===== src/hw/rtl/assert_macros.svh =====
// Assertion macros for the RTL files that carry checks.
// Needs clk_i and rst_ni in the scope of each use.
`ifndef ASSERT_MACROS_SVH
`define ASSERT_MACROS_SVH

// Check a property on every rising clock edge outside reset.
`define ASSERT_PROP(name, prop) \
  name: assert property (@(posedge clk_i) disable iff (!rst_ni) (prop)) \
    else $error("assertion failed");

// Check that a condition never holds outside reset.
`define ASSERT_NEVER(name, cond) \
  `ASSERT_PROP(name, !(cond))

`endif


===== src/hw/rtl/btmx_pkg.sv =====
// Package for the maximum-xor binary trie: sizes, codes and the structs
// that join controller and datapath. No dependencies.
`default_nettype none

package btmx_pkg;

  localparam int KEY_BITS   = 31;
  localparam int NODE_COUNT = 65536;

  localparam int PTR_W = $clog2(NODE_COUNT);
  localparam int ROW_W = 2 * PTR_W;
  localparam int LVL_W = (KEY_BITS > 1) ? $clog2(KEY_BITS) : 1;

  // An insert is dropped once nodes_used exceeds this.
  localparam logic [PTR_W-1:0] NODE_LIMIT = PTR_W'(NODE_COUNT - 1 - KEY_BITS);

  typedef enum logic {
    OP_INSERT = 1'b0,
    OP_QUERY  = 1'b1
  } op_e;

  typedef enum logic [2:0] {
    ST_IDLE = 3'b001,
    ST_WALK = 3'b010,
    ST_DONE = 3'b100
  } state_e;

  typedef struct packed {
    logic start;
    logic step;
    logic finish;
  } ctrl_cmd_t;

  typedef struct packed {
    logic skip;
    logic last;
    logic out_free;
  } dp_status_t;

endpackage

`default_nettype wire


===== src/hw/rtl/btmx_ctrl.sv =====
// Sequencer for the trie walk: accept, one level per cycle, deliver.
// Depends on btmx_pkg.
`default_nettype none

module btmx_ctrl import btmx_pkg::*; (
  input  logic       clk_i,
  input  logic       rst_ni,
  input  logic       in_valid_i,
  output logic       in_ready_o,
  input  dp_status_t status_i,
  output ctrl_cmd_t  cmd_o
);

  state_e state_q, state_d;

  always_comb begin
    state_d    = state_q;
    cmd_o      = '0;
    in_ready_o = 1'b0;
    case (state_q)
      ST_IDLE: begin
        in_ready_o = 1'b1;
        if (in_valid_i) begin
          cmd_o.start = 1'b1;
          state_d     = ST_WALK;
        end
      end
      ST_WALK: begin
        if (status_i.skip) begin
          state_d = ST_DONE;
        end else begin
          cmd_o.step = 1'b1;
          if (status_i.last) begin
            state_d = ST_DONE;
          end
        end
      end
      ST_DONE: begin
        // hold until the output register can take the result
        if (status_i.out_free) begin
          cmd_o.finish = 1'b1;
          state_d      = ST_IDLE;
        end
      end
      default: begin
        state_d = ST_IDLE;
      end
    endcase
  end

  always_ff @(posedge clk_i or negedge rst_ni) begin
    if (!rst_ni) begin
      state_q <= ST_IDLE;
    end else begin
      state_q <= state_d;
    end
  end

endmodule

`default_nettype wire


===== config.mk =====
export PLATFORM = sky130hd
export DESIGN_NAME = btmx_ctrl
export DESIGN_NICKNAME = d
export VERILOG_FILES = /design/src/hw/rtl/assert_macros.svh /design/src/hw/rtl/btmx_pkg.sv /design/src/hw/rtl/btmx_ctrl.sv
export SDC_FILE = /design/constraint.sdc
export NUM_CORES = 1
export LEC_CHECK = 0
export BUFFER_PORTS_ARGS = -buffer_cell sky130_fd_sc_hd__buf_2
export CAP_MARGIN = 10
export CELL_PAD_IN_SITES_DETAIL_PLACEMENT = 1
export CELL_PAD_IN_SITES_GLOBAL_PLACEMENT = 2
export CORE_AREA = 2 2 39 41
export DETAILED_ROUTE_END_ITERATION = 10
export DIE_AREA = 0 0 41 43
export PLACE_DENSITY = 0.5
export SYNTH_ARGS = -nofsm -noshare
export SYNTH_HDL_FRONTEND = slang
export SYNTH_SLANG_ARGS = --single-unit
export TNS_END_PERCENT = 30

===== constraint.sdc =====
create_clock -name clk_i -period 1.4 [get_ports clk_i]
set_clock_uncertainty 0.1 [all_clocks]
set_input_delay 0 -clock clk_i [delete_from_list [all_inputs] [get_ports clk_i]]
set_output_delay 0 -clock clk_i [all_outputs]
set_load 0.005 [all_outputs]

# Word-level counts from Yosys, hierarchy flattened
# Index checks and enable logic that the tools add are counted.
[totals] ramBits=0 output_inout_bits=4 input_bits=6 latchBits=0 romBits=0 mem_count=0 word_cells=20 regBits=3
[classes] mul=0 magnitude_cmp=0 n_eq_ne=6 addsub=0 reduce_logical=1 bitwise=0 n_shift=0 mux=12 n_div=0
[op_table] cell="$mux W3" n=4
[op_table] cell="$pmux W3 S3" n=1
[op_table] cell="$mux W1" n=7
[op_table] cell="$ne A2 B2 Y1 const B" n=2
[op_table] cell="$eq A3 B1 Y1 const B" n=1
[op_table] cell="$eq A3 B2 Y1 const B" n=1
[op_table] cell="$eq A3 B3 Y1 const B" n=1
[op_table] cell="$ne A3 B3 Y1 const B" n=1
[op_table] cell="$reduce_and A3 Y1" n=1

# Depth between registers and ports, before layout
# Gate-level depths: netlist of run 1.
[logic_depth] word_depth=3 mapped_depth=3

# Least setup slack after synthesis of run 1
# No wires, ideal clock.
[synth_timing] kind="reg2reg" startpoint="register state_q[0]" endpoint="register state_q[1]" synth_period_minus_slack_ns=1.162 arrival_ns=0.984 path_slack_ns=0.238 n_path_buf=0 path_stages_with_launch=3 required_ns=1.223 setup_time_ns=0.077 path_cell_list="dfstp_2 > or4b_1 > a21oi_1"
[synth_via] elab_chain_len=3 elab_cells_between_ends=8 cone_classes="eq/ne: 6; mux: 1; reduce/logical: 1"
[synth_rtl] item="start: declaration" line_no="btmx_ctrl.sv:14" source="state_e state_q, state_d;"
[synth_rtl] item="start signal: assignment" line_no="btmx_ctrl.sv:55" source="state_q <= state_d;"
[synth_rtl] item="$eq A3 B2 Y1 (tied with other cells)" line_no="btmx_ctrl.sv:20" source="case (state_q)"
[synth_rtl] item="$ne A3 B3 Y1 (no line) / $ne A2 B2 Y1 (equally long branches)"
[synth_rtl] item="$reduce_and A3 Y1 (no line)"
# Parallel ways exist; a longest one is shown, timed or not.
# A chain may end at the register's enable or synchronous reset.

==> metrics.txt, run 1 <==
crit path kind=reg2out; routed vias=around 210; die area=1760 um^2; clk sinks=3; Post-Syn Area per Cell=between 10 and 15 um^2; total wire length=just over 500 um; IO Count=10; syn nets=22; WHS=-0.0809 ps; most frequent cells in the layout=buf_2, dlygate4sd3_1, a21oi_1, clkbuf_4, dfrtp_1; critical path endpoint category=output pin; Slew Viols, Final=0; Worst VDD drop=roughly 0.00057 V; initial antenna violation count=0; Starting DRT DRC Count=0; fmax=0.733 GHz; vias in the first global route=roughly 220; critical path peak fanout=7; Worst-Skew Late Latency=230 ps; pin count of the biggest net entering global routing=8; leakage=0.150 nW; antenna fix cells=0; synth warn=0; Final Cycle Share=0.975; row cnt=14; Netlist cell types=13; CTS root buf=clkbuf_4; Die X=approximately 40 um; CTS buffer count=3; dominant cell type by area after synthesis=dfrtp_1; status=finished with violations; GRT Total Usage=0.0775; share of layout cells above drive strength 1=0.486; DR WL/cell=roughly 10 um; RSZ-0062 raised after global routing=true; most common cell after layout, fill and taps aside=buf_2; Layout Nets=42; Area growth syn-to-layout=95.6%; # port buffers=9; Final Critical Period=1360 ps; htree depth=1; final hold violations=1; Largest Register=state_q; Bufs and invs on worst path=1; failing checks=negative hold slack; Seq/Total Area, Yosys=0.445; synthesized netlist cell count=16; Worst-path clk slew=~40 ps; TritonRoute pass-1 iters=1; critical path launch point type=register; endpoints failing setup=0; overall power=roughly 0.00055 W; Yosys reg bits=3; synthesized area=171 um^2; DRC violations left=0; vias per inst=around 4; pwr/cell area=around 1600 nW/um^2; biggest registers after layout=state_q (3); max reg flops=3; Worst path max stage delay=around 570 ps; Antenna Violating Nets Remaining=0; Critical Path RT=about 1300 ps; GRT overflow=0; Crit-path slowest cell=dfstp_2; cell chain of the critical path=nor3b_4, and2_4, buf_6; Slew HR=0.854; Worst Path Arrival=about 1300 ps; gpl congestion=between 0.6 and 0.7; Hold Crit Class=in2reg; Max clock buf depth=2; first-pass GRT wire length=~850 um; die height=~43 um; CP top delay family=flip-flops; Synth top area share=0.292; Initial Utilization=0.124; CTS tree=done; slew at the pin closest to its max-slew limit=219 ps; top cells by area, synth=dfrtp_1, dfstp_2, a21oi_1; max cap viols=0; total core area=1380 um^2
[cell type report]
class / count / area, um^2
Clock buffer: 4 / 26.3
Fill cell: 162 / 1050
Multi-Input combinational cell: 13 / 104
Sequential cell: 3 / 76.3
Tap cell: 16 / 20.0
Timing Repair Buffer: 15 / 109
[routing by layer]
metal | vias up | track usage | part of all wire | routed length [um]
met5 | - | 0 | 0 | 0
met4 | 0 | 0.0800 | 0.045 | 23
met3 | 4 | 0.0314 | 0.10 | 54
met2 | 11 | 0.103 | 0.39 | 199
met1 | 93 | 0.0841 | 0.46 | 238
li1 | 97 | - | - | -
[synthesized netlist by cell type]
| library cell | n |
|---|---|
| o21bai_1 | 1 |
| and4bb_2 | 1 |
| nor3b_2 | 1 |
| nand3b_1 | 1 |
| and2_1 | 1 |
| nor3_1 | 1 |
| dfstp_2 | 1 |
| or4b_1 | 1 |
| dfrtp_1 | 2 |
| nor2_1 | 1 |
| nand2b_1 | 1 |
| a21oi_1 | 3 |
| or3b_1 | 1 |
[final timing paths]
check,start,end,slack (ps),cells after the start
setup / recovery,state_q[0],cmd_o[2],40,3
hold / removal,status_i[0],state_q[2],-0.08,3
setup reg to reg,state_q[0],state_q[1],140,2
hold reg to reg,state_q[2],state_q[1],450,1
max in group asynchronous,rst_ni,state_q[2],550,3
min in group asynchronous,rst_ni,state_q[0],130,2
[worst min-delay path, delay by kind of cell]
family	cells	cell delay, ps
simple gates	1	120
compound gates	1	70
buf+inv	1	90
[power breakdown]
part | total (W) | internal (W) | switching (W)
sequential | 0.000182 | 0.000128 | 0.0000543
combinational | 0.000217 | 0.000147 | 0.0000703
clock | 0.000151 | 0.000107 | 0.0000440
total | 0.000550 | 0.000382 | 0.000169
[cell families after synthesis]
group | count (synthesis) | synth area share
AO/OA/AOI/OAI | 4 | 0.131
flip-flops | 3 | 0.445
AND/OR/NAND/NOR | 9 | 0.423
[repair_timing]
item | in CTS | in global routing
setup buffers | 0 | 1
setup endpoints to repair | 0 | 1
hold buffers | 5 | 0
endpoints found under the hold margin | 5 | 0
gates resized for setup | 0 | 3
[metrics by stage]
| stage | TNS (ps) | cells | utilization | cell area, um^2 | setup WS, ps |
|---|---|---|---|---|---|
| 3_3_place_gp | 0 | 41 | 0.171 | 236 | 164 |
| 6_report | 0 | 51 | 0.242 | 335 | 35.2 |
| 4_1_cts | 0 | 50 | 0.226 | 313 | 4.09 |
| 3_5_place_dp | 0 | 41 | 0.171 | 236 | 146 |
| 2_1_floorplan | 0 | 16 | - | 171 | 238 |
| 5_1_grt | -36.8 | 51 | 0.242 | 335 | -36.8 |
Note: power is estimated with default switching activity, not from simulation.
==> run 2, diff against run 1 <==
--- a/config.mk
+++ b/config.mk
@@ -13,6 +13,7 @@
 export DETAILED_ROUTE_END_ITERATION = 10
 export DIE_AREA = 0 0 41 43
 export PLACE_DENSITY = 0.5
+export RECOVER_POWER = 50
 export SYNTH_ARGS = -nofsm -noshare
 export SYNTH_HDL_FRONTEND = slang
 export SYNTH_SLANG_ARGS = --single-unit
==> metrics.txt, run 2 (synthesis results as in run 1) <==
Antenna Violating Nets Remaining=0 (unchanged); slew at the pin closest to its max-slew limit=219 ps (unchanged); endpoints failing setup=0 (unchanged); WHS=-0.164 ps (-0.0826 ps); CTS tree=done; pin count of the biggest net entering global routing=8 (unchanged); Worst VDD drop=0.000566 V (about the same); biggest registers after layout=state_q (3); crit path kind=reg2out; die area=1760 um^2 (unchanged); Largest Register=state_q; clk sinks=3 (unchanged); total core area=1380 um^2 (unchanged); failing checks=negative hold slack; critical path launch point type=register; leakage=0.147 nW (-1.8%); initial antenna violation count=0 (unchanged); final hold violations=1 (unchanged); RSZ-0062 raised after global routing=true; die height=43 um (unchanged); TritonRoute pass-1 iters=1 (unchanged); total wire length=517 um (+0.39%); most frequent cells in the layout=buf_2, dlygate4sd3_1, a21oi_1, clkbuf_4; routed vias=205 (unchanged); Slew Viols, Final=0 (unchanged); IO Count=10 (unchanged); Final Cycle Share=0.975 (about the same); Area growth syn-to-layout=94.9%; pwr/cell area=1650 nW/um^2 (+0.34%); Worst-path clk slew=40 ps (about the same); Worst path max stage delay=570 ps (about the same); Worst-Skew Late Latency=230 ps (about the same); max cap viols=0 (unchanged); Critical Path RT=1300 ps (about the same); most common cell after layout, fill and taps aside=buf_2; DP Area=236 um^2 (unchanged); Hold Crit Class=in2reg; gpl congestion=0.640 (unchanged); GRT overflow=0 (unchanged); Crit-path slowest cell=dfstp_2; reg2reg setup slack=140 ps (about the same); length in cells of the worst reg-to-reg path=2 (unchanged); status=finished with violations; WHS Endpoint=state_q[2]; row cnt=14 (unchanged); cell chain of the critical path=nor3b_4, and2_4, buf_6; Max clock buf depth=2 (unchanged); vias in the first global route=218 (unchanged); overall power=0.000550 W (about the same); Die X=41 um (unchanged); GRT Total Usage=0.0775 (unchanged); DR WL/cell=10.1 um (+0.39%); Initial Utilization=0.124 (unchanged); DRC violations left=0 (unchanged); htree depth=1 (unchanged); vias per inst=4.02 (unchanged); Worst Path Arrival=1270 ps (about the same); CTS buffer count=3 (unchanged); first-pass GRT wire length=848 um (unchanged); Slew HR=0.854 (unchanged); critical path endpoint category=output pin; final instance area=334 um^2 (-0.37%); Reg2Reg Launch Point=state_q[0]; max reg flops=3 (unchanged); fmax=0.733 GHz (about the same); CTS root buf=clkbuf_4; # port buffers=9 (unchanged); Starting DRT DRC Count=0 (unchanged); antenna fix cells=0 (unchanged); reg-to-reg endpoint=state_q[1]; HP Start=status_i[0]; Final Critical Period=1370 ps (+0.157 ps); critical path peak fanout=7 (unchanged); share of layout cells above drive strength 1=0.457 (-0.0286); hold depth=3 (unchanged); Layout Nets=42 (unchanged)
==> run 2: changes by cell type in the layout (fill, tap and decap cells not counted), sizes merged <==
cell / previous run / this run
clkbuf: 4 / 5
buf: 10 / 9
==> run 2: what timing repair did <==
item                                    4_1_cts  5_1_grt
buffers inserted                              0        1
hold endpoints to repair                      5        0
hold buffers                                  5        0
gates resized for setup                       0        3
endpoints found under the setup margin        0        1
==> run 2: worst max-delay path, delay by kind of cell, from the launching register on <==
family	cells	cell delay [ps]
DFF	1	570
buffers and inverters	1	90
and+or+nand+nor	2	370
==> run 2: per-layer routing <==
layer,track usage,up-vias,share of wire
met1,0.0841,93,0.46
li1,-,97,-
met3,0.0314,4,0.10
met5,0,-,0
met4,0.0800,0,0.044
met2,0.103,11,0.38
==> run 2: through the flow <==
stage	utilization	worst slack [ps]	hold WS [ps]	setup TNS, ps	cells
finish	0.241	35.0	-0.164	0	51
detailed placement	0.171	146	-303	0	41
floorplan	-	238	-396	0	16
global route	0.241	-36.8	27.5	-36.8	51
CTS	0.226	4.09	0.112	0	50
global placement	0.171	164	-306	0	41
==> run 2: how the worst max path moves through the flow <==
stage                 end  slack, ps       start  cells after the start
3_3_place_gp   state_q[1]        160  state_q[0]                      2
3_5_place_dp   state_q[1]        150  state_q[0]                      2
5_1_grt          cmd_o[2]        -40  state_q[0]                      3
2_1_floorplan  state_q[1]        240  state_q[0]                      2
4_1_cts          cmd_o[2]          4  state_q[0]                      3
6_report         cmd_o[2]         30  state_q[0]                      3
==> run 2: layout make-up <==
type / instances / area (um^2)
sequential: 3 / 76.3
timing repair buffer: 15 / 108
multi-input combinational: 13 / 104
fill: 163 / 1050
clock buffer: 4 / 26.3
tap: 16 / 20.0
==> run 2: power breakdown <==
group	leakage (nW)	switching, W	internal, W	total (W)
logic	0.0952	0.0000704	0.000146	0.000217
registers	0.0371	0.0000543	0.000128	0.000182
clock network	0.0150	0.0000441	0.000107	0.000151
